<file path="config.mk">
export PLATFORM = sky130hd
export DESIGN_NAME = mte_tick
export DESIGN_NICKNAME = d
export VERILOG_FILES = /design/src/mte_pkg.sv /design/src/mte_tick.sv
export SDC_FILE = /design/constraint.sdc
export NUM_CORES = 1
export LEC_CHECK = 0
export BUFFER_PORTS_ARGS = -buffer_cell sky130_fd_sc_hd__buf_2
export CELL_PAD_IN_SITES_DETAIL_PLACEMENT = 1
export CELL_PAD_IN_SITES_GLOBAL_PLACEMENT = 2
export CORE_MARGIN = 5
export CORE_UTILIZATION = 40
export CTS_CLUSTER_DIAMETER = 50
export DETAILED_ROUTE_END_ITERATION = 8
export PLACE_DENSITY = 0.95
export SYNTH_ARGS = -nofsm -noshare
export SYNTH_HDL_FRONTEND = slang
export SYNTH_SLANG_ARGS = --single-unit
</file>
<file path="constraint.sdc">
create_clock -name clk -period 11.3 [get_ports clk]
set_input_delay 2.26 -clock clk [delete_from_list [all_inputs] [get_ports clk]]
set_output_delay 2.26 -clock clk [all_outputs]
set_load 0.01 [all_outputs]
</file>
<file path="src/mte_pkg.sv">
// shared types, constants and helper functions for the midi track event encoder
// no dependencies; imported by every module of the block
package mte_pkg;

  localparam int STORE_DEPTH       = 256;
  localparam int ADDR_W            = $clog2(STORE_DEPTH);
  localparam int CNT_W             = ADDR_W + 1;
  localparam int TICKS_PER_QUARTER = 480;
  localparam int TICK_W            = 28;
  // product width covers a 32 bit beat times the tick scale plus the rounding shift
  localparam int PROD_W            = 48;
  localparam int ROUND_BIT         = 16;
  localparam int LEN_W             = 16;
  localparam int EOT_BYTES         = 4;

  localparam logic [7:0] STATUS_NOTE_OFF = 8'h80;
  localparam logic [7:0] STATUS_NOTE_ON  = 8'h90;
  localparam logic [7:0] STATUS_CTRL     = 8'hB0;
  localparam logic [7:0] STATUS_PROGRAM  = 8'hC0;
  localparam logic [7:0] META_PREFIX     = 8'hFF;
  localparam logic [7:0] META_EOT        = 8'h2F;

  typedef enum logic [1:0] {
    MODE_NOTE  = 2'd0,
    MODE_CC    = 2'd1,
    MODE_PC    = 2'd2,
    MODE_DRAIN = 2'd3
  } mode_t;

  typedef enum logic [1:0] {
    KIND_OFF = 2'd0,
    KIND_ON  = 2'd1,
    KIND_CC  = 2'd2,
    KIND_PC  = 2'd3
  } kind_t;

  typedef struct packed {
    logic [TICK_W-1:0] tick;
    kind_t             kind;
    logic [6:0]        d1;
    logic [6:0]        d2;
  } entry_t;

  typedef struct packed {
    logic              live;
    logic [ADDR_W-1:0] idx;
    entry_t            entry;
  } scan_probe_t;

  typedef struct packed {
    logic              found;
    logic [ADDR_W-1:0] idx;
    entry_t            entry;
  } scan_best_t;

  typedef enum logic [3:0] {
    S_IDLE,
    S_TICK,
    S_WR_FIRST,
    S_WR_SECOND,
    S_SCAN,
    S_SCAN_DONE,
    S_EMIT,
    S_EOT
  } state_t;

  function automatic logic [6:0] ctrl_number(input logic [2:0] sel);
    logic [6:0] num;
    case (sel)
      3'd1:    num = 7'd10;
      3'd2:    num = 7'd73;
      3'd3:    num = 7'd64;
      3'd4:    num = 7'd1;
      3'd5:    num = 7'd91;
      default: num = 7'd7;
    endcase
    return num;
  endfunction

  function automatic logic [6:0] clamp7(input logic signed [15:0] v,
                                        input logic signed [15:0] lo);
    logic [6:0] r;
    if (v < lo) begin
      r = lo[6:0];
    end else if (v > 16'sd127) begin
      r = 7'd127;
    end else begin
      r = v[6:0];
    end
    return r;
  endfunction

endpackage

</file>
<file path="src/mte_tick.sv">
// beat to tick conversion: clamp, scale by ticks per quarter, round, keep 28 bits
// two register stages; depends on mte_pkg
module mte_tick
  import mte_pkg::*;
(
  input  logic               clk,
  input  logic               load,
  input  logic signed [31:0] beat,
  input  logic signed [31:0] duration,
  output logic [TICK_W-1:0]  on_tick,
  output logic [TICK_W-1:0]  off_tick
);

  logic signed [32:0] end_beat;
  logic [31:0]        q_on;
  logic [31:0]        q_off;
  logic [PROD_W-1:0]  prod_on;
  logic [PROD_W-1:0]  prod_off;
  logic [PROD_W-1:0]  rnd_on;
  logic [PROD_W-1:0]  rnd_off;
  logic [TICK_W-1:0]  on_raw;
  logic [TICK_W-1:0]  off_raw;

  assign end_beat = {beat[31], beat} + {duration[31], duration};
  // negative beats count as zero
  assign q_on  = beat[31] ? '0 : {1'b0, beat[30:0]};
  assign q_off = end_beat[32] ? '0 : end_beat[31:0];

  always_ff @(posedge clk) begin
    if (load) begin
      prod_on  <= PROD_W'(q_on) * PROD_W'(TICKS_PER_QUARTER);
      prod_off <= PROD_W'(q_off) * PROD_W'(TICKS_PER_QUARTER);
    end
  end

  assign rnd_on  = prod_on + (PROD_W'(1) << (ROUND_BIT - 1));
  assign rnd_off = prod_off + (PROD_W'(1) << (ROUND_BIT - 1));
  assign on_raw  = rnd_on[ROUND_BIT +: TICK_W];
  assign off_raw = rnd_off[ROUND_BIT +: TICK_W];

  // note-off is pushed past the note-on when it does not land after it
  always_ff @(posedge clk) begin
    on_tick  <= on_raw;
    off_tick <= (off_raw <= on_raw) ? on_raw + TICK_W'(1) : off_raw;
  end

endmodule

</file>
* After elaboration in Yosys (flattened, before gate mapping)
Index checks and enable logic that the tools add are counted.
Operators by class: reductions and logical operators 0, magnitude comparators 1, bitwise gates (word level) 0, multiplexer cells 3, shift-type cells 0, multipliers 2, divide/modulo/power cells 0, equality and inequality tests 0, $add $sub $neg 4
Operators by type and width (number):
- adder 41 x 16 -> 42 bit (second input constant) | 2
- multiplier 32 x 4 -> 36 bit (second input constant) | 1
- multiplier 31 x 4 -> 35 bit (second input constant) | 1
- adder 32 x 32 -> 33 bit | 1
- 2-to-1 mux 32 bit | 1
- 2-to-1 mux 31 bit | 1
- adder 26 x 1 -> 27 bit (second input constant) | 1
- 2-to-1 mux 27 bit | 1
- less-or-equal comparator 26 bit | 1
Word-level totals: memory bits (read-only) 0, bits in latches 0, memories kept 0, bits of input ports 66, memory bits (writable) 0, word-level logic and storage cells 14, register bits 125, output and inout bits 56

* Longest topological paths before layout
depth in word-level cells 3, depth in mapped cells 27, gate-level depth less buffers 26

* Worst setup path after synthesis
No wires, ideal clock.
path kind input -> register, start input beat[0], end register prod_off[39], data pin, stages 25, path buffers 1, arrival 7899 ps, path slack 3143 ps, cells stage by stage ha_1 -> inv_1 -> fa_1 -> nor2b_1 -> o31a_1 -> o31a_1 -> o211ai_1 -> a211oi_1 -> a31oi_1 -> a31oi_1 -> clkbuf_1 -> and2_1 -> fa_1 -> ha_1 -> a31o_2 -> ha_1 -> nand2_1 -> o21a_1 -> o211ai_1 -> o2bb2ai_1 -> a2bb2oi_1 -> a21oi_1 -> a311oi_1 -> a21oi_1 -> xnor2_1
Between the ends: word-level cells in the longest chain between the ends 3
RTL lines:
- from (decl) | line mte_tick.sv:8 | input logic signed [31:0] beat,
- adder 32 x 32 -> 33 bit | line mte_tick.sv:24 | assign end_beat = {beat[31], beat} + {duration[31], duration};
- 2-to-1 mux 32 bit | line mte_tick.sv:27 | assign q_off = end_beat[32] ? '0 : end_beat[31:0];
- multiplier 32 x 4 -> 36 bit | line mte_tick.sv:32 | prod_off <= PROD_W'(q_off) * PROD_W'(TICKS_PER_QUARTER);
- to (signal assigned) | line mte_tick.sv:32
- to (decl) | line mte_tick.sv:18 | logic [PROD_W-1:0] prod_off;
Every way passes these cells. A chain may end at the register's enable or synchronous reset.

* Worst setup path in the final report
start input beat[0], end register prod_off[40], data pin
Same word-level chain as after synthesis.

==> results by group <==
Outcome
  – Outcome: finished clean

Clocking
  – Clock transition at the registers of the reported paths: 80 ps
  – Later-pin clock latency in the skew report: 350 ps
  – Clk sinks: 102
  – CTS buffer count: 9
  – TritonCTS clock tree: yes
  – H-tree Lvls: 3
  – Root Driver: clkbuf_16
  – Hold Buf Count CTS: 0
  – Clock Tree Buf Depth: 2
  – Resize count post-CTS: 0
  – Post-CTS setup buffer count: 0

Drt
  – Met3 Wirelength: 818 um
  – Iter 0 DRT Violations: 374
  – Routed metal-1 wire length: 15.1 mm
  – Routed wire length: 33.0 mm
  – Detail Route Antenna Nets: 0
  – Vias per std cell: 5.35
  – Metal2 WL: 16.7 mm
  – Highest metal used: met4
  – Wire per inst: 17.1 um
  – Drt drc: 0
  – TritonRoute pass-1 iters: 6
  – Via count: 10304

Timing
  – Min Tclk post-route: 8780 ps
  – Slew margin rel.: 24.0%
  – Hold Fails Final Rpt: 0
  – RSZ-0062 raised after global routing: no
  – Final worst path period share: 77.7%
  – Setup Skew: 12.1 ps
  – Hold Slack: 584 ps
  – Fin. max-slew vios: 0
  – Worst-Margin Slew: 1140 ps
  – Final setup fails: 0
  – Max Fclk: 0.114 GHz
  – Setup TNS: 0 ps

Worst setup path
  – Req. time, crit path: 11400 ps
  – Critical Path Max Stage Delay: 570 ps
  – CP Class: in2reg
  – Cell mode on critical path: ha_1
  – CP Capture Type: register
  – CP max stage cell: a2bb2oi_1
  – CP Launch Type: input port
  – R2R depth: 15
  – R2r endpoint: off_tick[1]
  – CP arrival: 8870 ps
  – Slack of the worst reg-to-reg path: 6120 ps
  – Crit-path max FO: 14
  – R2R Path Start: prod_on[16]

Layout
  – Number of fill cells in the layout: 3710
  – Design area: 13900 sq um
  – Area Overhead vs Synth: 10.2%
  – Antenna cells: 0
  – Final Instance Count excl. Fillers: 1927
  – Area of the multi-input gates: 9450 sq um
  – Number of nets in the layout: 1824
  – Reg area: 2550 sq um
  – Fraction of layout cells with a size suffix above 1: 10.8%

Power
  – Pwr Density: 242 nW/um^2
  – Leak Pwr: 6.32 nW
  – VDD IR max: 0.0000951 V

Flow run
  – Max cap viols: 0

Yosys
  – Synth Register Bits: 102
  – Seq/Total Area, Yosys: 20.3%
  – Mean Syn Cell Area: 8.90 sq um
  – Synth Flop Type: edfxtp_1
  – Syn Inst Count: 1414
  – Post-synth EDFFs: 51
  – Synth cell types: 84
  – Synth async-reset ratio: 0%
  – YS warnings: 0
  – Mapped Area: 12600 sq um

GRT
  – First-pass GRT wire length: 55.4 mm
  – Total congestion overflow: 0
  – Overall routing resource usage: 18.7%
  – Vias in the first global route: 11147
  – Initial antenna violation count: 0
  – Largest net degree at the start of global routing: 54

Die
  – Initial Utilization: 40.2%
  – Die height: 187 um
  – Row cnt: 65
  – Top-level I/O count: 122
  – Die X: 187 um
  – Die ar.: 35100 sq um
  – Core area: 31300 sq um

Place
  – RePlAce Congestion: 0.889
  – Area of placed instances: 13600 sq um
  – # port buffers: 116
  – HPWL Detailed: 28.2 mm
  – Placed Cells incl. Taps: 1911

Worst hold path
  – Hold WC Path Type: reg2reg
  – Hold path cells: 1
  – Hold endpoint: on_tick[18]
  – Worst Hold Launch: prod_on[34]
## sequential cells by signal, summed over array words and instances, names as in the netlist
signal / cells
off_tick: 26
prod_on: 25
on_tick: 25
prod_off: 26
## placed cells by master, fill, tap and decap left out, types with 51 or more instances in the layout
master,n
dfxtp_1,51
inv_1,124
nand2_1,115
ha_1,145
buf_2,116
xnor2_1,113
a21oi_1,112
xor2_1,56
fa_1,93
nor2_1,116
edfxtp_1,51
## cell type report
| class | instances | area share (%) |
|---|---|---|
| clock inverters | 6 | 0.343 |
| multi-input cells | 1161 | 68.1 |
| repair buffers | 121 | 4.46 |
| well taps | 402 | 3.63 |
| inverters | 125 | 3.38 |
| clock buffers | 10 | 1.65 |
| flip-flops and latches | 102 | 18.4 |
## worst max path at each step
stage,from,endpoint,slack [ps]
2_1_floorplan,beat[0],prod_off[39],3140
3_3_place_gp,beat[0],prod_off[39],2320
3_5_place_dp,beat[0],prod_off[39],2050
4_1_cts,beat[0],prod_off[39],2440
5_1_grt,beat[0],prod_off[39],1860
6_report,beat[0],prod_off[40],2520
## cell families after synthesis
logic type,Yosys count,synth area share [%]
buffers and inverters,155,4.97
and+or+nand+nor,432,16.9
adders and majority gates,251,30.2
AOI/OAI and AO/OA,296,15.1
xor gates and xnor gates,170,11.9
muxes,7,0.636
DFF,102,20.3
other,1,0.0298
## power breakdown
| group | switching, mW | internal (mW) |
|---|---|---|
| logic | 1.33 | 0.955 |
| registers | 0.127 | 0.648 |
| clock network | 0.139 | 0.151 |
## cells in the mapped netlist (7+ instances only)
cell      number  share of area (%)
nand4_1       16               0.80
xor2_1        56                3.9
o211ai_1       7               0.42
nor4_1         8               0.40
nor2_1       116                3.5
xnor2_1      113                7.9
a21oi_1      113                4.5
a31oi_1        9               0.45
maj3_1        13                1.0
edfxtp_1      51                 12
o21bai_1       8               0.48
ha_1         145                 14
o21a_1        15               0.89
nand2_1      115                3.4
and2_1        10               0.50
nand3_1       48                1.9
a211oi_1       9               0.54
nand2b_1      12               0.60
nor2b_1       46                2.3
o21ai_0       43                1.7
fa_1          93                 15
inv_1        124                3.7
clkbuf_1      16               0.48
nor3_1        18               0.72
and3_1         9               0.45
and4_1         7               0.49
a21o_1        33                2.0
buf_4          7               0.42
dfxtp_1       51                8.1
## worst max-delay path: cells and delay by family
family                   cells  cell delay [ps]
adder cells (fa/ha/maj)      5             1520
AO/OA/AOI/OAI               13             4320
AND/OR/NAND/NOR              5              570
buffers and inverters        2              180
## stage by stage
stage | utilization [%] | setup WS, ps | total power [mW]
floorplan | - | 3140 | 2.45
global placement | 43.4 | 2320 | 2.94
detailed placement | 43.4 | 2050 | 3.07
CTS | 44.3 | 2440 | 3.38
global route | 44.3 | 1860 | 3.69
finish | 44.3 | 2520 | 3.35
## metal layers
layer	GRT usage (%)	vias to the layer above
met4	3.07	0
met1	24.0	5034
met5	0	-
met3	1.90	34
met2	34.7	136
li1	-	5100
Note: power is estimated with default switching activity, not from simulation.
