### config.mk
export PLATFORM = sky130hd
export DESIGN_NAME = mte_scan
export DESIGN_NICKNAME = d
export VERILOG_FILES = /design/src/mte_pkg.sv /design/src/mte_scan.sv
export SDC_FILE = /design/constraint.sdc
export NUM_CORES = 1
export LEC_CHECK = 0
export BUFFER_PORTS_ARGS = -buffer_cell sky130_fd_sc_hd__buf_4
export CAP_MARGIN = 40
export CORE_MARGIN = 5
export CORE_UTILIZATION = 25
export CTS_CLUSTER_DIAMETER = 120
export DETAILED_ROUTE_END_ITERATION = 12
export GPL_ROUTABILITY_DRIVEN = 0
export GPL_TIMING_DRIVEN = 0
export PLACE_DENSITY = 0.54
export SETUP_SLACK_MARGIN = 0.2
export SLEW_MARGIN = 20
export SYNTH_ARGS = -nofsm -noshare
export SYNTH_HDL_FRONTEND = slang
export SYNTH_SLANG_ARGS = --single-unit
### constraint.sdc
create_clock -name clk -period 12.9 [get_ports clk]
set_input_delay 1.935 -clock clk [delete_from_list [all_inputs] [get_ports clk]]
set_output_delay 1.935 -clock clk [all_outputs]
set_load 0.02 [all_outputs]
### src/mte_pkg.sv
// shared types, constants and helper functions for the midi track event encoder
// no dependencies; imported by every module of the block
package mte_pkg;

  localparam int STORE_DEPTH       = 256;
  localparam int ADDR_W            = $clog2(STORE_DEPTH);
  localparam int CNT_W             = ADDR_W + 1;
  localparam int TICKS_PER_QUARTER = 480;
  localparam int TICK_W            = 28;
  // product width covers a 32 bit beat times the tick scale plus the rounding shift
  localparam int PROD_W            = 48;
  localparam int ROUND_BIT         = 16;
  localparam int LEN_W             = 16;
  localparam int EOT_BYTES         = 4;

  localparam logic [7:0] STATUS_NOTE_OFF = 8'h80;
  localparam logic [7:0] STATUS_NOTE_ON  = 8'h90;
  localparam logic [7:0] STATUS_CTRL     = 8'hB0;
  localparam logic [7:0] STATUS_PROGRAM  = 8'hC0;
  localparam logic [7:0] META_PREFIX     = 8'hFF;
  localparam logic [7:0] META_EOT        = 8'h2F;

  typedef enum logic [1:0] {
    MODE_NOTE  = 2'd0,
    MODE_CC    = 2'd1,
    MODE_PC    = 2'd2,
    MODE_DRAIN = 2'd3
  } mode_t;

  typedef enum logic [1:0] {
    KIND_OFF = 2'd0,
    KIND_ON  = 2'd1,
    KIND_CC  = 2'd2,
    KIND_PC  = 2'd3
  } kind_t;

  typedef struct packed {
    logic [TICK_W-1:0] tick;
    kind_t             kind;
    logic [6:0]        d1;
    logic [6:0]        d2;
  } entry_t;

  typedef struct packed {
    logic              live;
    logic [ADDR_W-1:0] idx;
    entry_t            entry;
  } scan_probe_t;

  typedef struct packed {
    logic              found;
    logic [ADDR_W-1:0] idx;
    entry_t            entry;
  } scan_best_t;

  typedef enum logic [3:0] {
    S_IDLE,
    S_TICK,
    S_WR_FIRST,
    S_WR_SECOND,
    S_SCAN,
    S_SCAN_DONE,
    S_EMIT,
    S_EOT
  } state_t;

  function automatic logic [6:0] ctrl_number(input logic [2:0] sel);
    logic [6:0] num;
    case (sel)
      3'd1:    num = 7'd10;
      3'd2:    num = 7'd73;
      3'd3:    num = 7'd64;
      3'd4:    num = 7'd1;
      3'd5:    num = 7'd91;
      default: num = 7'd7;
    endcase
    return num;
  endfunction

  function automatic logic [6:0] clamp7(input logic signed [15:0] v,
                                        input logic signed [15:0] lo);
    logic [6:0] r;
    if (v < lo) begin
      r = lo[6:0];
    end else if (v > 16'sd127) begin
      r = 7'd127;
    end else begin
      r = v[6:0];
    end
    return r;
  endfunction

endpackage

### src/mte_scan.sv
// earliest-event tracker fed one store entry per cycle during a drain scan
// order: lower tick, then non note-on before note-on, then lower slot; depends on mte_pkg
module mte_scan
  import mte_pkg::*;
(
  input  logic        clk,
  input  logic        rst,
  input  logic        clear,
  input  scan_probe_t probe,
  output scan_best_t  best
);

  logic              found;
  logic [ADDR_W-1:0] idx;
  entry_t            entry;
  logic              better;

  always_comb begin
    better = 1'b0;
    if (probe.live) begin
      if (!found) begin
        better = 1'b1;
      end else if (probe.entry.tick < entry.tick) begin
        better = 1'b1;
      end else if (probe.entry.tick == entry.tick && probe.entry.kind != KIND_ON &&
                   entry.kind == KIND_ON) begin
        better = 1'b1;
      end
    end
  end

  always_ff @(posedge clk) begin
    if (rst || clear) begin
      found <= 1'b0;
    end else if (better) begin
      found <= 1'b1;
    end
  end

  always_ff @(posedge clk) begin
    if (better) begin
      idx   <= probe.idx;
      entry <= probe.entry;
    end
  end

  assign best = '{found: found, idx: idx, entry: entry};

endmodule

# Word level (Yosys, flattened, before mapping)
# Index checks and enable logic that the tools add are counted.
# W data, S select, Z words.
# classes
n_reduce_logical,3
magnitude_cmp,1
n_mux,4
eq_ne,3
# op_table
cell,count
$eq A28 B28 Y1,1
$lt A28 B28 Y1,1
$mux W1,4
$eq A2 B1 Y1 const B,1
$logic_and A1 B1 Y1,2
$ne A2 B1 Y1 const B,1
$logic_or A1 B1 Y1,1
# totals
register_bits,53
wordCells,17
input_bits,56
out_inout_bits,53

# Longest topological paths before layout
# Gate-level depths: netlist of run 1.
# depth
depth_word,7
depth_mapped,7
ltp_nobuf,7

# Worst setup path after synthesis of run 1
# No wires, ideal clock.
# synth_path
kind,input-to-reg
start,in probe[35] (netlist name)
end,"reg entry, in the netlist best[0] (enable)"
setup_time_ps,456
arrival_ps,5342
n_path_buf,0
required_ps,12444
slack_ps,7102
stages,6
cell_sequence,ha_1 -> nand4_2 -> or4_4 -> o31ai_4 -> a31oi_1 -> a211oi_2
# synth_between
elab_chain_cells,7
word_cells_on_any_way,8
# synth_rtl
element,line,rtl
"start, declared",mte_scan.sv:9,"input scan_probe_t probe,"
"parallel branches: the longest is 4 deep, another holds $lt A28 B28 Y1",n/a,
$mux W1 *,mte_scan.sv:23,end else if (probe.entry.tick < entry.tick) begin
$mux W1 *,mte_scan.sv:21,if (!found) begin
$mux W1 *,mte_scan.sv:20,if (probe.live) begin
net better,mte_scan.sv:16,logic better;
"end signal, assigned",mte_scan.sv:43,entry <= probe.entry;
"end, declared",mte_scan.sv:15,entry_t entry;
# Mark *: on every way through the listed nets, which the timed path passes.
# A chain may end at the register's enable or synchronous reset.

# Worst setup path in the final report of run 1
# layout_path
start,in probe[35] (netlist name)
end,"reg entry, in the netlist best[3] (enable)"
# The elaborated chain is that of the path after synthesis.

==> results.tsv, run 1 <==
stage	metric	value	unit
logic_synthesis	Syn. warnings	0	
timing	worst rel slew slack	59.9	%
worst_setup_path	Crit-path slowest cell	or4_4	
timing	Slew @ Worst Pin	0.600	ns
floorplanning	die width	108	µm
min_path	HP Class	reg2reg	
logic_synthesis	Synth Register Bits	53	
worst_setup_path	Worst setup EP type	flip-flop	
outcome	status	complete, no violations	
cts	Clock Tree Buf Depth	2	
cts	CTS root buf	clkbuf_8	
cts	clk_lat worst skew	0.30	ns
drt	Via Count	1664	
timing	TNS Setup	0	ns
cts	hold_buf cts	0	
worst_setup_path	critical path cell sequence	buf_4 -> ha_1 -> nand4_2 -> or4_4 -> o31ai_4 -> a31oi_1 -> a211oi_4 -> buf_8 -> buf_6	
logic_synthesis	post-synthesis sequential area ratio	66.4	%
worst_setup_path	Stages on worst setup path	9	
finish	antenna cells	0	
global_route	initial antenna violation count	0	
power_and_ir_drop	PD cells	106	mW/mm²
worst_setup_path	Reg2Reg Setup Slack	9.89	ns
drt	Via density	4.08	
timing	Final setup viols	0	
logic_synthesis	synth unique cells	32	
finish	design area	0.00350	mm²
timing	Worst Skew	0.00578	ns
cts	Post-CTS Setup Bufs	0	
global_route	largest net degree at the start of global routing	17	
finish	layout cells sized above 1	45.5	%
drt	drt first pass iters	2	
place	port bufs	108	
place	DP Cell Count	400	
worst_setup_path	number of buffer and inverter stages on the critical path	3	
finish	commonest non-fill, non-tap cell in the layout	buf_4	
place	pre-CTS WS	8.15	ns
worst_setup_path	Critical Path Max Stage Delay	0.56	ns
floorplanning	I/O pin count	109	
floorplanning	Initial Util	25.7	%
power_and_ir_drop	static leakage	0.00158	µW
place	Final HPWL DP	4.51	mm
worst_setup_path	critical path arrival	4.38	ns
timing	Min Clock Period, post-route	4.36	ns
logic_synthesis	cells after synthesis	159	
cts	CTS H-tree depth	2	
worst_setup_path	worst reg2reg path depth	9	
power_and_ir_drop	Max IR drop VDD	0.0427	mV
drt	drt total wl	5.46	mm
cts	# clock sinks	53	
floorplanning	die height	108	µm
min_path	Hold Path Cell Cnt	2	
timing	WHS	0.552	ns
timing	final hold vios	0	
worst_setup_path	critical path class	in2reg	
finish	commonest non-fill, non-tap cells in the layout	109 x buf_4, 52 x edfxtp_1, 30 x inv_1, 28 x ha_1, 10 x a21oi_1	
global_route	Total GRT Usage	9.04	%
finish	Non-Filler Instances	408	
cts	clock transition at the registers of the reported paths	0.09	ns
job	Max-cap violations	0	
drt	Wirelength per Cell	13.4	µm
timing	RSZ-0062 raised after global routing	no	
cts	TritonCTS clock tree	done	
timing	final setup margin	8.54	ns
floorplanning	die area	0.0116	mm²
timing	max frequency	0.229	GHz
global_route	vias in the first global route	1682	
drt	Detail Route Antenna Nets	0	
logic_synthesis	Cell Area, Synth	0.00238	mm²
drt	DR DRC count	0	
floorplanning	Core Area	0.00928	mm²
global_route	first-pass GRT wire length	8.26	mm
place	Post-DP Area	0.00342	mm²
logic_synthesis	syn_nets	243	
timing	max-slew violation count	0	
finish	FILL cells	919	
worst_setup_path	CP top delay family	compound AO/OA/AOI/OAI gates	
timing	Final Cycle Share	33.8	%
finish	fin nets	362	
floorplanning	standard-cell rows	35	
finish	area grow syn2layout	47.1	%
global_route	gr ovfl total	0	
cts	Num CTS Buffers	5	
logic_synthesis	Mapped Avg Cell Area	15.0	µm²
drt	initial drt markers	27	
cts	PostCTS Resize Cnt	0	
worst_setup_path	Required @ worst endpoint	12.92	ns
worst_setup_path	critical path peak fanout	15	
worst_setup_path	Worst setup SP type	input pin	
-- flip-flops by register name, summed over array words and instances (netlist names) --
name   flops
idx        8
best      44
found      1
-- area by class of cell --
type	count	area (µm²)	area share (%)
clock inverters	2	13.8	0.393
inverters	30	113	3.21
multi-input cells	75	688	19.6
plain buffers	1	7.51	0.214
clock buffers	6	72.6	2.07
well taps	129	161	4.61
flip-flops and latches	53	1580	45.1
repair buffers	112	867	24.7
-- final timing paths --
kind / endpoint / startpoint
setup / recovery: best[3] / probe[35]
hold reg to reg: found / found
hold / removal: found / found
setup reg to reg: best[3] / best[39]
-- power by group --
| part | total (µW) | internal (µW) | switching (µW) |
|---|---|---|---|
| Sequential | 205 | 201 | 4.19 |
| Combinational | 71.0 | 34.4 | 36.6 |
| Clock | 93.8 | 38.8 | 54.9 |
| Total | 370 | 274 | 95.8 |
-- kinds of logic (layout without fill, tap and decap cells) --
group / count (synthesis) / in the layout / synth area share [%]
buffers and inverters: 31 / 151 / 5.04
and+or+nand+nor: 23 / 23 / 6.46
DFF: 53 / 53 / 66.4
AOI/OAI and AO/OA: 24 / 24 / 7.41
adders and majority gates: 28 / 28 / 14.7
-- cell usage after synthesis --
| library cell | instances | share of area, % |
|---|---|---|
| a21oi_2 | 1 | 0.37 |
| a22oi_2 | 1 | 0.53 |
| o211ai_1 | 1 | 0.32 |
| o21ai_1 | 1 | 0.21 |
| a21oi_1 | 10 | 2.1 |
| nor3_1 | 2 | 0.42 |
| nand4_2 | 1 | 0.53 |
| and2_1 | 1 | 0.26 |
| nor4_1 | 1 | 0.26 |
| a221oi_1 | 1 | 0.37 |
| a21o_1 | 2 | 0.63 |
| ha_1 | 28 | 15 |
| o21ai_0 | 2 | 0.42 |
| dfxtp_1 | 1 | 0.84 |
| a211oi_2 | 1 | 0.53 |
| nand4_4 | 1 | 0.89 |
| nand3_1 | 2 | 0.42 |
| o31ai_4 | 1 | 0.89 |
| inv_1 | 30 | 4.7 |
| edfxtp_1 | 52 | 66 |
| buf_4 | 1 | 0.32 |
| or4_4 | 1 | 0.47 |
| a221o_1 | 1 | 0.42 |
| and4_1 | 1 | 0.37 |
| o2111ai_1 | 1 | 0.37 |
| a31oi_1 | 1 | 0.26 |
| nand2b_1 | 1 | 0.26 |
| nor2b_1 | 1 | 0.26 |
| and4b_1 | 1 | 0.42 |
| nor2_1 | 2 | 0.32 |
| nand4_1 | 3 | 0.79 |
| nand2_1 | 5 | 0.79 |
-- worst reg2reg max path, delay by kind of cell (launching register included) --
kind,cells,cell delay (ns)
AOI/OAI and AO/OA,3,0.89
adders and majority gates,1,0.35
DFF,1,0.37
buffers and inverters,3,0.46
and+or+nand+nor,2,0.66
-- routing by layer --
layer | GRT usage [%] | wire, µm | up-vias
met4 | 2.43 | 19 | 0
met1 | 11.4 | 2430 | 757
met5 | 0 | 0 | -
met2 | 14.1 | 2440 | 78
met3 | 3.90 | 574 | 3
li1 | - | - | 826
-- metrics by stage --
step	power [µW]	utilization, %
global placement	279	36.1
CTS	379	37.7
finish	370	37.7
floorplan	244	-
detailed placement	282	36.8
global route	392	37.7
Power figures use the tool's default switching activity.
==> run 2: changes to the inputs <==
--- a/config.mk
+++ b/config.mk
@@ -13,7 +13,7 @@
 export DETAILED_ROUTE_END_ITERATION = 12
 export GPL_ROUTABILITY_DRIVEN = 0
 export GPL_TIMING_DRIVEN = 0
-export PLACE_DENSITY = 0.54
+export PLACE_DENSITY = 0.56
 export SETUP_SLACK_MARGIN = 0.2
 export SLEW_MARGIN = 20
 export SYNTH_ARGS = -nofsm -noshare
==> constraint.sdc (replaced) <==
create_clock -name clk -period 3.94 [get_ports clk]
set_input_delay 0.591 -clock clk [delete_from_list [all_inputs] [get_ports clk]]
set_output_delay 0.591 -clock clk [all_outputs]
set_load 0.02 [all_outputs]
==> run 2 against run 1 <==
Sequential cell count is the same. Routed wire length shrank 2.0%. Highest routed layer unchanged. Clock-buffer cell count is the same. Utilization grew 0.23 points. Power grew to 3.5 times the previous value. Non-clock buffer count is the same. Global-route usage grew 0.23 points.
==> results.tsv, run 2 (same netlist as run 1, synthesis figures left out) <==
stage	metric	value	unit	change
outcome	status	complete, no violations		unchanged
drt	DR DRC count	0		unchanged
cts	clk_lat worst skew	0.30	ns	about the same
worst_setup_path	worst reg2reg path depth	9		unchanged
floorplanning	die width	108	µm	unchanged
global_route	GRT busiest layer	met2		unchanged
timing	Worst Skew	0.00440	ns	was 0.00578 ns
drt	Wirelength per Cell	13.1	µm	was 13.4 µm
cts	TritonCTS clock tree	done		unchanged
finish	Largest register FFs	44		unchanged
worst_setup_path	RR Startpoint	best[42]		was best[39]
timing	Final Cycle Share	74.4	%	
cts	clock transition at the registers of the reported paths	0.10	ns	was 0.09 ns
worst_setup_path	worst flop-to-flop path endpoint	best[4]		was best[3]
cts	PostCTS Resize Cnt	0		unchanged
worst_setup_path	Worst setup EP type	flip-flop		unchanged
worst_setup_path	Required @ worst endpoint	3.96	ns	was 12.92 ns
global_route	largest net degree at the start of global routing	17		unchanged
floorplanning	die height	108	µm	unchanged
cts	CTS H-tree depth	2		unchanged
worst_setup_path	CP endpoint	best[4]		was best[3]
global_route	gr ovfl total	0		unchanged
cts	# clock sinks	53		unchanged
global_route	first-pass GRT wire length	8.46	mm	was 8.26 mm
cts	Clock Tree Buf Depth	2		unchanged
finish	Non-Filler Instances	408		unchanged
floorplanning	die area	0.0116	mm²	unchanged
timing	Final setup viols	0		unchanged
finish	commonest non-fill, non-tap cells in the layout	109 x buf_4, 52 x edfxtp_1, 30 x inv_1, 28 x ha_1, 10 x a21oi_1		unchanged
global_route	met3 usage	3.78	%	was 3.90%
finish	layout cells sized above 1	45.5	%	unchanged
timing	worst rel slew slack	59.7	%	was 59.9%
drt	Via Count	1651		was 1664
place	port bufs	108		unchanged
global_route	met1 Use GR	11.2	%	was 11.4%
worst_setup_path	critical path class	reg2reg		was in2reg
floorplanning	Core Area	0.00928	mm²	unchanged
timing	max-slew violation count	0		unchanged
drt	initial drt markers	19		was 27
floorplanning	I/O pin count	109		unchanged
cts	hold_buf cts	0		unchanged
power_and_ir_drop	PD cells	363	mW/mm²	was 106 mW/mm²
timing	max frequency	0.341	GHz	
worst_setup_path	crit path from	best[42]		was probe[35]
timing	WHS	0.432	ns	was 0.552 ns
power_and_ir_drop	Max IR drop VDD	0.154	mV	was 0.0427 mV
cts	Post-CTS Setup Bufs	0		unchanged
timing	Min Clock Period, post-route	2.93	ns	
drt	Via density	4.05		was 4.08
cts	CTS root buf	clkbuf_8		unchanged
worst_setup_path	Reg2Reg Setup Slack	1.01	ns	was 9.89 ns
floorplanning	Initial Util	25.7	%	unchanged
global_route	vias in the first global route	1729		was 1682
timing	TNS Setup	0	ns	unchanged
place	Final HPWL DP	4.45	mm	was 4.51 mm
min_path	HP Class	in2reg		was reg2reg
place	DP Cell Count	400		unchanged
worst_setup_path	Worst setup SP type	flip-flop		was input pin
finish	antenna cells	0		unchanged
global_route	Total GRT Usage	9.27	%	was 9.04%
cts	Num CTS Buffers	5		unchanged
timing	final hold vios	0		unchanged
power_and_ir_drop	Tot Pwr	1280	µW	was 370 µW
power_and_ir_drop	static leakage	0.00159	µW	was 0.00158 µW
finish	commonest non-fill, non-tap cell in the layout	buf_4		unchanged
finish	area grow syn2layout	48.0	%	was 47.1%
finish	FILL cells	928		was 919
finish	fin nets	362		unchanged
drt	drt first pass iters	3		was 2
timing	Slew @ Worst Pin	0.598	ns	was 0.600 ns
worst_setup_path	critical path arrival	2.95	ns	was 4.38 ns
floorplanning	standard-cell rows	35		unchanged
drt	Detail Route Antenna Nets	0		unchanged
drt	drt total wl	5.35	mm	was 5.46 mm
timing	RSZ-0062 raised after global routing	no		unchanged
min_path	Hold Path Cell Cnt	2		unchanged
global_route	met2 Track Usage GR	15.5	%	was 14.1%
job	Max-cap violations	0		unchanged
global_route	initial antenna violation count	0		unchanged
worst_setup_path	critical path peak fanout	14		was 15
## run 2: per-stage QoR
step | setup slack, ns | instance area (µm²) | utilization, %
2_1_floorplan | 0.248 | 2390 | -
3_3_place_gp | -0.689 | 3360 | 36.2
3_5_place_dp | 0.623 | 3410 | 36.8
4_1_cts | 0.947 | 3530 | 38.0
5_1_grt | 0.803 | 3530 | 38.0
6_report | 1.01 | 3530 | 38.0
## run 2: report_power, final
part	switching, µW	leakage [µW]	internal [µW]
logic	120	0.00102	112
registers	13.5	0.000515	659
clock network	185	0.0000554	191
## run 2: worst min path at each step
stage / from / end / slack, ns
2_1_floorplan: found / found / 0.51
3_3_place_gp: found / found / 0.55
3_5_place_dp: found / found / 0.56
4_1_cts: rst / found / 0.42
5_1_grt: rst / found / 0.41
6_report: rst / found / 0.43
## run 2: worst max-delay path, cell delays in order (launching register included)
cell and delay (ns):
edfxtp_1 0.36, inv_1 0.05, ha_1 0.30, nand4_1 0.23, or4_4 0.50, o31ai_4 0.21
a31oi_1 0.10, a211oi_4 0.46, buf_6 0.25, buf_8 0.18
## run 2: per-layer routing
metal	part of all wire [%]	vias up
met5	0	-
met3	8.3	2
li1	-	822
met2	50	61
met4	0.36	0
met1	41	766
## run 2: final cells by class
class / count / area [µm²] / share of cell area [%]
plain buffers: 1 / 7.51 / 0.213
clock inverters: 2 / 38.8 / 1.10
flip-flops and latches: 53 / 1580 / 44.9
clock buffers: 6 / 72.6 / 2.06
inverters: 30 / 113 / 3.19
well taps: 129 / 161 / 4.58
repair buffers: 112 / 863 / 24.5
multi-input cells: 75 / 688 / 19.5
==> run 3: changes to the inputs <==
--- a/config.mk
+++ b/config.mk
@@ -5,6 +5,7 @@
 export SDC_FILE = /design/constraint.sdc
 export NUM_CORES = 1
 export LEC_CHECK = 0
+export ABC_AREA = 1
 export BUFFER_PORTS_ARGS = -buffer_cell sky130_fd_sc_hd__buf_4
 export CAP_MARGIN = 40
 export CORE_MARGIN = 5
==> constraint.sdc (replaced) <==
create_clock -name clk -period 2.4 [get_ports clk]
set_input_delay 0.36 -clock clk [delete_from_list [all_inputs] [get_ports clk]]
set_output_delay 0.36 -clock clk [all_outputs]
set_load 0.02 [all_outputs]
==> run 3 against run 2 <==
Sequential power up 63%. Utilization rose by 4.3 points. Setup slack lost 0.75 ns. Clock power rose by 67%. Final cell count rose by 15%. Synthesized area is 1.6% higher. Highest routed layer unchanged.
==> results.tsv, run 3 <==
stage	metric	value	unit	change
global_route	met3 usage	3.10	%	was 3.78%
logic_synthesis	Cell Area, Synth	0.00242	mm²	was 0.00238 mm²
place	DP Cell Count	438		was 400
floorplanning	die area	0.0118	mm²	was 0.0116 mm²
logic_synthesis	post-synth top area cell	edfxtp_1		unchanged
logic_synthesis	share of the synthesized area in the top cell type	64.5	%	was 65.5%
place	Final HPWL DP	4.51	mm	was 4.45 mm
logic_synthesis	post-synthesis sequential area ratio	65.3	%	was 66.4%
worst_setup_path	CP top delay family	simple AND/OR/NAND/NOR gates		was compound AO/OA/AOI/OAI gates
logic_synthesis	Mapped Avg Cell Area	12.4	µm²	was 15.0 µm²
cts	Num CTS Buffers	5		unchanged
logic_synthesis	Syn. warnings	0		unchanged
global_route	largest net degree at the start of global routing	20		was 17
worst_setup_path	Crit-path slowest cell	edfxtp_1		was or4_4
logic_synthesis	synth unique cells	17		was 32
worst_setup_path	number of buffer and inverter stages on the critical path	3		unchanged
min_path	HP Class	in2reg		unchanged
logic_synthesis	count leader, synth	edfxtp_1		unchanged
outcome	status	complete, no violations		unchanged
logic_synthesis	Synth Register Bits	53		unchanged
cts	clk_lat worst skew	0.31	ns	was 0.30 ns
floorplanning	Initial Util	25.2	%	was 25.7%
floorplanning	Core Area	0.00959	mm²	was 0.00928 mm²
timing	Final setup viols	0		unchanged
drt	initial drt markers	34		was 19
place	port bufs	108		unchanged
drt	Wirelength per Cell	13.4	µm	was 13.1 µm
logic_synthesis	top cells by area, synth	edfxtp_1 64%, ha_1 14%, inv_1 6.4%, nand2_1 5.7%, a21oi_1 1.7%		was edfxtp_1 66%, ha_1 15%, inv_1 4.7%, a21oi_1 2.1%, nand4_4 0.89%
cts	# clock sinks	53		unchanged
logic_synthesis	syn_nets	279		was 243
floorplanning	die width	108	µm	about the same
logic_synthesis	cells after synthesis	195		was 159
global_route	Total GRT Usage	9.12	%	was 9.27%
logic_synthesis	FFs w/ async S/R, synth	0	%	unchanged
cts	clock transition at the registers of the reported paths	0.11	ns	was 0.10 ns
worst_setup_path	Worst setup EP type	flip-flop		unchanged
worst_setup_path	Worst setup SP type	flip-flop		unchanged
finish	area grow syn2layout	67.7	%	was 48.0%
timing	RSZ-0062 raised after global routing	yes		was no
worst_setup_path	critical path arrival	2.19	ns	was 2.95 ns
drt	Detail Route Antenna Nets	0		unchanged
timing	TNS Setup	0	ns	unchanged
drt	DR DRC count	0		unchanged
worst_setup_path	Critical Path Max Stage Delay	0.36	ns	was 0.50 ns
global_route	met2 Track Usage GR	15.5	%	about the same
finish	commonest non-fill, non-tap cell in the layout	buf_4		unchanged
finish	fin nets	418		was 362
global_route	first-pass GRT wire length	8.36	mm	was 8.46 mm
cts	CTS root buf	clkbuf_8		unchanged
finish	Largest register FFs	44		unchanged
timing	Worst Skew	0.0110	ns	was 0.00440 ns
floorplanning	I/O pin count	109		unchanged
finish	Non-Filler Instances	468		was 408
timing	Slew @ Worst Pin	0.189	ns	was 0.598 ns
logic_synthesis	Top FF cell, synth	edfxtp_1		unchanged
drt	Via density	3.91		was 4.05
drt	drt total wl	6.25	mm	was 5.35 mm
job	Max-cap violations	0		unchanged
finish	FILL cells	951		was 928
finish	Finished Core Util	42.3	%	was 38.0%
cts	Clock Tree Buf Depth	2		unchanged
floorplanning	standard-cell rows	36		was 35
global_route	gr ovfl total	0		unchanged
finish	commonest non-fill, non-tap cells in the layout	120 x buf_4, 52 x edfxtp_1, 38 x inv_1, 29 x nand2_1, 19 x ha_1		was 109 x buf_4, 52 x edfxtp_1, 30 x inv_1, 28 x ha_1, 10 x a21oi_1
timing	Min Clock Period, post-route	2.15	ns	was 2.93 ns
worst_setup_path	critical path peak fanout	5		was 14
power_and_ir_drop	Tot Pwr	2240	µW	was 1280 µW
global_route	GRT busiest layer	met2		unchanged
timing	final hold vios	0		unchanged
power_and_ir_drop	Max IR drop VDD	0.227	mV	was 0.154 mV
drt	Via Count	1831		was 1651
logic_synthesis	EDFF count, synth	52		unchanged
finish	antenna cells	0		unchanged
global_route	met1 Use GR	11.1	%	was 11.2%
power_and_ir_drop	PD cells	552	mW/mm²	was 363 mW/mm²
timing	max-slew violation count	0		unchanged
timing	worst rel slew slack	87.3	%	was 59.7%
worst_setup_path	most used cell along the critical path	nor2_2		
worst_setup_path	critical path cell sequence	inv_1 -> ha_4 -> nand2_1 -> nor2_2 -> nand2_2 -> nor2_4 -> nand2_2 -> nor2_2 -> nor2_2 -> a21oi_4 -> clkbuf_16 -> clkbuf_16		was inv_1 -> ha_1 -> nand4_1 -> or4_4 -> o31ai_4 -> a31oi_1 -> a211oi_4 -> buf_6 -> buf_8
worst_setup_path	critical path class	reg2reg		unchanged
worst_setup_path	Required @ worst endpoint	2.44	ns	was 3.96 ns
global_route	vias in the first global route	1741		was 1729
cts	TritonCTS clock tree	done		unchanged
power_and_ir_drop	static leakage	0.00189	µW	was 0.00159 µW
timing	Final Cycle Share	89.4	%	was 74.4%
global_route	initial antenna violation count	0		unchanged
logic_synthesis	top post-synthesis cells by count	52 x edfxtp_1, 41 x inv_1, 37 x nand2_1		was 52 x edfxtp_1, 30 x inv_1, 28 x ha_1
cts	CTS H-tree depth	2		unchanged
drt	drt first pass iters	4		was 3
finish	layout cells sized above 1	51.9	%	was 45.5%
timing	max frequency	0.466	GHz	was 0.341 GHz
floorplanning	die height	108	µm	about the same
[run 3: changes by cell type after synthesis, moves of 2 or more]
cell	previous run	this run
nor3_1	2	0
a21oi_1	10	8
o21ai_0	2	0
nand3_1	2	5
nor2_1	2	10
nand2_1	5	37
nor2_2	0	3
inv_1	30	41
[run 3: power breakdown]
group          switching [µW]  internal (µW)  leakage, µW
logic                     245            266      0.00132
clock network             313            313    0.0000585
registers                22.0           1080     0.000515
total                     580           1660      0.00189
[run 3: logic make-up after synthesis]
family / share of synthesized area [%]
AOI/OAI and AO/OA: 2.95
adders and majority gates: 14.5
buffers and inverters: 6.67
DFF: 65.3
and+or+nand+nor: 10.6
[run 3: stage by stage]
step | hold slack, ns | area [µm²] | setup WS, ns
CTS | 0.181 | 3630 | 0.211
detailed placement | 0.493 | 3470 | -0.249
finish | 0.196 | 4060 | 0.253
global placement | 0.490 | 3420 | -0.847
global route | 0.194 | 4060 | 0.112
floorplan | 0.433 | 2440 | -0.266
[run 3: layout make-up]
| type | instances | area, µm² | share of cell area, % |
|---|---|---|---|
| flip-flops and latches | 53 | 1580 | 39.0 |
| repair buffers | 132 | 1180 | 29.0 |
| multi-input cells | 100 | 862 | 21.2 |
| well taps | 133 | 166 | 4.10 |
| inverters | 41 | 154 | 3.79 |
| clock buffers | 5 | 68.8 | 1.69 |
| clock inverters | 3 | 43.8 | 1.08 |
| plain buffers | 1 | 7.51 | 0.185 |
[run 3: timing repair]
item                                    in CTS  in global routing
buffers inserted                             3                 11
resized for setup                            0                 32
cloned                                       0                  8
hold buffers                                 0                  0
endpoints found under the setup margin      52                 52
pin swaps                                    1                 14
[run 3: final timing paths]
check | startpoint | to | slack [ns] | depth (start not counted)
max | best[37] | best[16] | 0.25 | 12
min | rst | found | 0.20 | 2
max reg2reg | best[37] | best[16] | 0.25 | 12
min reg2reg | found | found | 0.52 | 2
[run 3: routing by layer]
layer | share of wire (%) | up-vias
li1 | - | 928
met1 | 43 | 841
met2 | 50 | 59
met3 | 6.5 | 3
met4 | 0.37 | 0
met5 | 0 | -
